File: config.mk
export PLATFORM = sky130hd
export DESIGN_NAME = watchdog_timer_regs
export DESIGN_NICKNAME = d
export VERILOG_FILES = /design/src/rtl/core/wdt_regs_pkg.sv /design/src/rtl/core/watchdog_timer_regs.sv
export SDC_FILE = /design/constraint.sdc
export NUM_CORES = 1
export LEC_CHECK = 0
export ABC_CLOCK_PERIOD_IN_PS = 5040
export BUFFER_PORTS_ARGS = -buffer_cell sky130_fd_sc_hd__clkbuf_2
export CORE_MARGIN = 1.5
export CORE_UTILIZATION = 50
export CTS_CLUSTER_SIZE = 24
export DETAILED_ROUTE_END_ITERATION = 16
export PLACE_DENSITY = 0.68
export SLEW_MARGIN = 5
export SYNTH_ARGS = -nofsm -noshare
export SYNTH_HDL_FRONTEND = slang
export SYNTH_SLANG_ARGS = --single-unit
File: constraint.sdc
create_clock -name clock -period 5.04 [get_ports clock]
set_clock_uncertainty 0.05 [all_clocks]
set_input_delay 0.252 -clock clock [delete_from_list [all_inputs] [get_ports clock]]
set_output_delay 0.252 -clock clock [all_outputs]
set_load 0.02 [all_outputs]
File: src/rtl/core/wdt_regs_pkg.sv
// Package for the watchdog register block: register offsets, opcodes, key and bit positions.
// It depends on nothing. The module watchdog_timer_regs uses it.
`timescale 1ns / 1ps

package wdt_regs_pkg;

   localparam int CountWidth = 64;
   localparam int DataWidth  = 32;
   localparam int OffWidth   = 4;
   localparam int OpWidth    = 2;

   typedef logic [OpWidth-1:0]  opcode_type;
   typedef logic [OffWidth-1:0] offset_type;
   typedef logic [DataWidth-1:0] word_type;
   typedef logic [CountWidth-1:0] count_type;

   localparam opcode_type OP_TICK  = 2'd0;
   localparam opcode_type OP_WRITE = 2'd1;
   localparam opcode_type OP_READ  = 2'd2;

   localparam offset_type REG_PROTECT = 4'h0;
   localparam offset_type REG_ENABLE  = 4'h2;
   localparam offset_type REG_COMPARE = 4'h4;
   localparam offset_type REG_COUNTER = 4'h8;
   localparam offset_type REG_CONTROL = 4'hc;

   localparam logic [7:0] UNLOCK_KEY = 8'h96;
   localparam int RUN_BIT   = 4;
   localparam int CLEAR_BIT = 0;

endpackage

File: src/rtl/core/watchdog_timer_regs.sv
// Watchdog register block: 64-bit tick counter, write-protected compare/enable, sticky expiry.
// Depends on wdt_regs_pkg.
`timescale 1ns / 1ps

//  channel | ports                                   | dir | handshake
//  req     | req_opcode/offset/write_data/clock_gate_on | in  | req_valid / req_ready
//  rsp     | rsp_read_data/expired/counting          | out | rsp_valid / rsp_ready
//
// One item per cycle while the output is not stalled: the register update and the result
// are done in the accept cycle, the result lands in an output register. A second (skid)
// register takes one more item while the output is stalled; req_ready drops only when both
// are full. Synchronous reset clears the counter, compare, enable, lock and expiry flag,
// and empties both result registers.
module watchdog_timer_regs (
   input  logic                          clock,
   input  logic                          reset,
   input  logic                          req_valid,
   output logic                          req_ready,
   input  wdt_regs_pkg::opcode_type      req_opcode,
   input  wdt_regs_pkg::offset_type      req_offset,
   input  wdt_regs_pkg::word_type        req_write_data,
   input  logic                          req_clock_gate_on,
   output logic                          rsp_valid,
   input  logic                          rsp_ready,
   output wdt_regs_pkg::word_type        rsp_read_data,
   output logic                          rsp_expired,
   output logic                          rsp_counting
);
   import wdt_regs_pkg::*;

   typedef struct packed {
      word_type read_data;
      logic     expired;
      logic     counting;
   } result_type;

   count_type  count_ff, count_in;
   word_type   compare_ff, compare_in;
   word_type   enable_ff, enable_in;
   logic       unlocked_ff, unlocked_in;
   logic       timed_out_ff, timed_out_in;

   result_type out_ff, out_in, skid_ff, item_res;
   logic       out_valid_ff, out_valid_in;
   logic       skid_valid_ff, skid_valid_in;

   logic       accept, wr_op, running;
   word_type   rdata;

   assign req_ready = !skid_valid_ff;
   assign accept    = req_valid && req_ready;
   assign wr_op     = (req_opcode == OP_WRITE);

   // Register state update for the accepted item
   always_comb begin
      enable_in   = enable_ff;
      compare_in  = compare_ff;
      unlocked_in = unlocked_ff;
      count_in    = count_ff;
      if (wr_op) begin
         case (req_offset)
            REG_PROTECT: unlocked_in = (req_write_data[7:0] == UNLOCK_KEY);
            REG_CONTROL: if (req_write_data[CLEAR_BIT]) count_in = '0;
            REG_COMPARE: if (unlocked_ff) compare_in = req_write_data;
            REG_ENABLE:  if (unlocked_ff) enable_in = req_write_data;
            default: ;
         endcase
      end
      // Enable never changes on a tick, so the stored run bit is the one to use
      running = enable_in[RUN_BIT] && req_clock_gate_on;
      if (req_opcode == OP_TICK && running)
         count_in = count_ff + count_type'(1);
      timed_out_in = timed_out_ff
         || ((compare_in != '0) && running && (count_in >= count_type'(compare_in)));
   end

   always_comb begin
      rdata = '0;
      if (req_opcode == OP_READ) begin
         case (req_offset)
            REG_PROTECT: rdata = unlocked_ff ? word_type'(UNLOCK_KEY) : '0;
            REG_ENABLE:  rdata = enable_ff;
            REG_COMPARE: rdata = compare_ff;
            REG_COUNTER: rdata = count_ff[DataWidth-1:0];
            default:     rdata = '0;
         endcase
      end
      item_res.read_data = rdata;
      item_res.expired   = timed_out_in;
      item_res.counting  = running;
   end

   // Output register plus skid stage
   always_comb begin
      out_in        = out_ff;
      out_valid_in  = out_valid_ff;
      skid_valid_in = skid_valid_ff;
      if (out_valid_ff && rsp_ready) begin
         out_valid_in = 1'b0;
         if (skid_valid_ff) begin
            out_in        = skid_ff;
            out_valid_in  = 1'b1;
            skid_valid_in = 1'b0;
         end
      end
      if (accept) begin
         if (!out_valid_in) begin
            out_in       = item_res;
            out_valid_in = 1'b1;
         end else begin
            skid_valid_in = 1'b1;
         end
      end
   end

   always_ff @(posedge clock) begin
      if (reset) begin
         count_ff      <= '0;
         compare_ff    <= '0;
         enable_ff     <= '0;
         unlocked_ff   <= 1'b0;
         timed_out_ff  <= 1'b0;
         out_valid_ff  <= 1'b0;
         skid_valid_ff <= 1'b0;
      end else begin
         if (accept) begin
            count_ff     <= count_in;
            compare_ff   <= compare_in;
            enable_ff    <= enable_in;
            unlocked_ff  <= unlocked_in;
            timed_out_ff <= timed_out_in;
         end
         out_valid_ff  <= out_valid_in;
         skid_valid_ff <= skid_valid_in;
      end
   end

   always_ff @(posedge clock) begin
      out_ff <= out_in;
      if (accept && out_valid_in && !(!out_valid_ff || (rsp_ready && !skid_valid_ff)))
         skid_ff <= item_res;
   end

   assign rsp_valid     = out_valid_ff;
   assign rsp_read_data = out_ff.read_data;
   assign rsp_expired   = out_ff.expired;
   assign rsp_counting  = out_ff.counting;

endmodule

* Word-level counts from Yosys, hierarchy flattened
Cells that the tools add are included.
** Word-level totals
- Memory bits (writable) :: 0
- Latch bits :: 0
- Output and inout port bits :: 36
- Logic and storage cells :: 65
- ROM bits :: 0
- Memories kept :: 0
- Register bits after elaboration :: 200
** Cells by class
- $add $sub $neg :: 1
- Mux-type cells :: 23
- Eq/ne operators :: 7
- Shifts and indexed selects :: 0
- Bitwise gates (word level) :: 0
- $mul :: 0
- Div/mod/pow operators :: 0
- $lt $le $gt $ge :: 1
- Reductions and logical operators :: 19
** Operator list (count)
- $mux 64 :: 4
- $mux 34 :: 4
- $mux 32 :: 4
- $pmux 32 s4 :: 1
- $add 64x1->64 const B :: 1
- $ge 64x32->1 :: 1
- $reduce_bool 32->1 :: 1
- $mux 5 :: 3
- $logic_and 1x1->1 :: 9
- $eq 4x4->1 const B :: 2
- $eq 8x8->1 const B :: 1
- $mux 8 :: 1
- $mux 1 :: 6
- $eq 4x2->1 const B :: 1
- $eq 4x3->1 const B :: 1
- $logic_not 4->1 :: 1
- $reduce_and 4->1 :: 1
- $logic_not 1->1 :: 3
- $reduce_and 3->1 :: 1
- $eq 2x1->1 const B :: 1
- $eq 2x2->1 const B :: 1
- $logic_not 2->1 :: 1
- $logic_or 1x1->1 :: 2

* Longest topological paths before layout
- Word-level depth :: 11
- Mapped depth :: 18
- Gate-level depth less buffers :: 17

* Least setup slack after synthesis
No wires, ideal clock.
- Path kind :: input to register
- From :: input port req_offset[0]
- To :: register skid_ff[1] in the netlist's numbering, data pin
- Stages on the path :: 16
- Arrival :: 4.007 ns
- Required time :: 4.727 ns
- Setup slack :: 0.720 ns
- Setup time :: 0.263 ns
- Path through :: nor2_1 nand2_1 nor2_1 and3_1 clkbuf_1 clkbuf_1 mux2i_1 ha_1 a2111oi_0 nor4b_1 a221oi_1 a211o_1 nand4_1 or4_4 o41ai_2 nand2_1
** On the way
- Longest elaborated chain between the ends :: 9
- Elaborated cells on any way between the ends :: 17
- Classes of those cells :: order compare: 1; eq/ne: 3; mux: 7; reduce/logical: 6
** RTL lines
- from (decl) :: line watchdog_timer_regs.sv:20 : input wdt_regs_pkg::offset_type req_offset,
- $eq 4x2->1 :: line watchdog_timer_regs.sv:61 : case (req_offset)
- $mux 5 :: line watchdog_timer_regs.sv:61
- $mux 5 :: line watchdog_timer_regs.sv:60 : if (wr_op) begin
- $logic_and 1x1->1 :: line watchdog_timer_regs.sv:70 : running = enable_in[RUN_BIT] && req_clock_gate_on;
- $logic_and 1x1->1 :: line watchdog_timer_regs.sv:71 : if (req_opcode == OP_TICK && running)
- $mux 64 :: line watchdog_timer_regs.sv:71
- $ge 64x32->1 :: line watchdog_timer_regs.sv:74 : || ((compare_in != '0) && running && (count_in >= count_type'(compare_in)));
- $logic_and 1x1->1 * :: line watchdog_timer_regs.sv:74
- $logic_or 1x1->1 * :: line watchdog_timer_regs.sv:74
- net timed_out_in :: line watchdog_timer_regs.sv:41 : logic timed_out_ff, timed_out_in;
- to (signal assigned) :: line watchdog_timer_regs.sv:141 : skid_ff <= item_res;
- to (decl) :: line watchdog_timer_regs.sv:43 : result_type out_ff, out_in, skid_ff, item_res;
The timed path passes the listed nets; every way through them passes the cells marked *.
A chain may end at the register's enable or synchronous reset.

* Worst setup path in the final report
- From :: register count_ff[1]
- To :: register skid_ff[1] in the netlist's numbering, data pin
** On the way
- Elaborated cells on any way between the ends :: 8
- Classes of those cells :: add/sub: 1; order compare: 1; mux: 4; reduce/logical: 2
** RTL lines
- from (decl) :: line watchdog_timer_regs.sv:37 : count_type count_ff, count_in;
- from (signal assigned) :: line watchdog_timer_regs.sv:127 : count_ff <= count_in;
- $add 64x1->64 :: line watchdog_timer_regs.sv:72 : count_in = count_ff + count_type'(1);
- $mux 64 :: line watchdog_timer_regs.sv:71
- net count_in[20] :: line watchdog_timer_regs.sv:37
- $ge 64x32->1 :: line watchdog_timer_regs.sv:74
- $logic_and 1x1->1 :: line watchdog_timer_regs.sv:74
- $logic_or 1x1->1 :: line watchdog_timer_regs.sv:74
- net timed_out_in :: line watchdog_timer_regs.sv:41
The timed path passes the listed nets, and every way through them passes these cells.

==> flow_summary.json <==
{
  "cts_root_buffer": "clkbuf_16",
  "gp_congestion": 0.959,
  "holdPathStages": 3,
  "diodes": 0,
  "synth_nets": 1402,
  "die_w_um": 150,
  "dr.pass1.iters": 9,
  "nets": 1432,
  "outcome": "finished, final reports clean",
  "crit_start": "count_ff[1]$_SDFFE_PP0P_",
  "max-cap-violations": 0,
  "grt_start_max_net_pins": 134,
  "whs_ps": 10.6,
  "critical_path.max_stage_delay_ps": 550,
  "synth_seq_cells": 200,
  "antenna_found_initial": 0,
  "cts_tree": "done",
  "worstMarginPinSlew_ps": 996,
  "htree_levels": 4,
  "worstPathArrival_ps": 4820,
  "ios": 79,
  "yosys-top-cells-area": "dfxtp_1, edfxtp_1, nor2_1",
  "path_max_fanout": 6,
  "post-route-drc-count": 0,
  "critPathRequiredTime_ps": 5170,
  "netlist_instances": 1326,
  "cp_common_cell": "and4_1",
  "rsz0062_at_grt": "false",
  "initial_utilization": 0.512,
  "synth-seq-area-share": 0.401,
  "synth-edff-count": 34,
  "yosys.area.top_type_share": 0.307,
  "drtAntennaViolNets": 0,
  "drive_gt1_frac": 0.120,
  "drtIter0Drc": 1152,
  "min_to": "enable_ff[11]$_SDFFE_PP0P_",
  "fin_tns_setup_ps": 0,
  "reg2reg_from": "count_ff[1]$_SDFFE_PP0P_",
  "coreArea_sq_mm": 0.0212,
  "end_kind": "flip-flop",
  "rows": 53,
  "syn_area_sq_mm": 0.0108,
  "final_cell_mix": "nor2_1, nand2_1, dfxtp_1, a21oi_1, clkbuf_2",
  "final_area_sq_mm": 0.0121,
  "setup_viol": 0,
  "hp-start": "req_write_data[11]",
  "r2r-end": "skid_ff[1]$_DFFE_PP_",
  "period_share": 0.930,
  "layout_min_cycle_time_ps": 4690,
  "multi_input_area_sq_mm": 0.00612,
  "slew_viol_final": 0,
  "dr_total_vias": 10300,
  "cts_sinks": 200,
  "postSynthAreaPerCell_sq_um": 8.16,
  "cp_slowest_cell": "or4_4",
  "synth_top_cell_by_area": "dfxtp_1",
  "die_y_um": 150,
  "crit_family": "simple AND/OR/NAND/NOR gates",
  "cts_buffers": 17,
  "numPortBuffers": 78,
  "synth_flop_cell": "dfxtp_1",
  "via_per_inst": 6.29,
  "synthArstFlopShare": 0,
  "power.density_mw_per_mm2": 306,
  "yosysWarnings": 0,
  "startpoint_type": "flip-flop",
  "worstPathCellList": "ha_1 -> and4_1 -> nand4_1 -> nor2_1 -> and4_1 -> mux2i_1 -> ha_1 -> and4_1 -> a221oi_1 -> o2111ai_1 -> a211oi_2 -> nand4_1 -> or4_4 -> o41ai_2 -> nand2_1",
  "r2r_slack_ps": 350,
  "dpl_cell_area_sq_mm": 0.0114,
  "final_common_cell": "nor2_1",
  "fmax_mhz": 213,
  "r2r_cells": 15,
  "wl_per_cell_um": 19.4,
  "grt_overflow": 0,
  "drt_wl_total_mm": 32.0,
  "maxSlewHeadroom": 0.335,
  "track_usage": 0.286,
  "grt_pass1_vias": 9241,
  "worstSkewPairLatency_ps": 450,
  "area_growth_pct": 11.6,
  "hpwl_mm": 22.2,
  "clk_path_buf_depth": 2,
  "layout_setup_ws_ps": 352,
  "hp-class": "in -> reg",
  "fillers": 1980,
  "die_area_sq_mm": 0.0225,
  "timing.critical_path.buf_inv": 0,
  "criticalPathCategory": "reg -> reg",
  "peakVddDrop_mv": 0.187,
  "grt_pass1_wl_mm": 50.6,
  "final_hold_viol_count": 0,
  "seq_area_sq_mm": 0.00434,
  "p_leak_nw": 4.62,
  "pre_cts_ws_ps": 429,
  "clk_pin_slew_worst_paths_ps": 80,
  "yosysUniqueCellTypes": 64
}
-- registers in the layout (all words and copies together) (netlist names), 32 cells and up --
name,cells
skid_ff,34
enable_ff,32
compare_ff,32
count_ff,64
rsp_read_data,32
-- report_power, final --
| part | switching (mW) | internal (mW) |
|---|---|---|
| clock | 0.729 | 0.676 |
| combinational | 0.319 | 0.186 |
| sequential | 0.0844 | 1.70 |
| total | 1.13 | 2.56 |
-- cells by family after synthesis --
group | count (synthesis) | synth area share
simple gates | 616 | 0.267
compound gates | 281 | 0.172
flops | 200 | 0.401
buf+inv | 106 | 0.0389
mux | 80 | 0.0745
fa+ha+maj | 33 | 0.0381
xor+xnor | 10 | 0.00809
-- synth_stat cells (12+ instances only) --
cell type    n
nor2_1     211
nand2_1    168
dfxtp_1    166
a21oi_1    115
clkbuf_1    75
mux2i_1     75
nand3_1     57
a211oi_1    42
nor3_1      42
nand4_1     37
o21ai_0     35
edfxtp_1    34
a222oi_1    33
ha_1        33
nor4_1      25
and4_1      17
and3_1      15
buf_1       12
-- layout make-up --
cell class | instances | area share
clock buffers | 17 | 0.0352
clock inverters | 14 | 0.0147
inverters | 10 | 0.00311
multi-input cells | 1020 | 0.506
flip-flops and latches | 200 | 0.360
well taps | 275 | 0.0285
repair buffers | 107 | 0.0524
-- worst register-to-register path: cells and delay by family, from the launching register on --
family / cells / cell delay [ps]
fa+ha+maj: 2 / 570
simple gates: 8 / 2030
flops: 1 / 460
compound gates: 4 / 1080
mux: 1 / 260
-- per-stage QoR --
stage               power, mW  std cells   util
finish                   3.70       1643  0.571
detailed placement       2.32       1608  0.540
CTS                      3.70       1643  0.571
global placement         2.31       1608  0.540
floorplan                2.14       1326      -
global route             3.84       1643  0.571
-- per-layer routing --
layer  wire length, um  part of all wire  track usage  vias to the layer above
met1             14300              0.45        0.396                     4830
met5                 0                 0            0                        -
li1                  -                 -            -                     4972
met3              2510             0.078       0.0539                       74
met4               899             0.028        0.109                        0
met2             14200              0.45        0.442                      451
-- worst max path at each step --
stage	cells after the start	end	slack [ps]
after global routing	16	skid_ff[1]$_DFFE_PP_	10
after detailed placement	15	skid_ff[1]$_DFFE_PP_	430
final	15	skid_ff[1]$_DFFE_PP_	350
after global placement	15	skid_ff[1]$_DFFE_PP_	520
after floorplan	16	skid_ff[1]$_DFFE_PP_	720
after CTS	15	skid_ff[1]$_DFFE_PP_	360
-- timing repair --
action,CTS,global route
gates resized for setup,0,1
endpoints found under the hold margin,4,0
endpoints found under the setup margin,0,1
setup buffers,0,0
hold buffers,4,0
(Power assumes the default switching activity.)
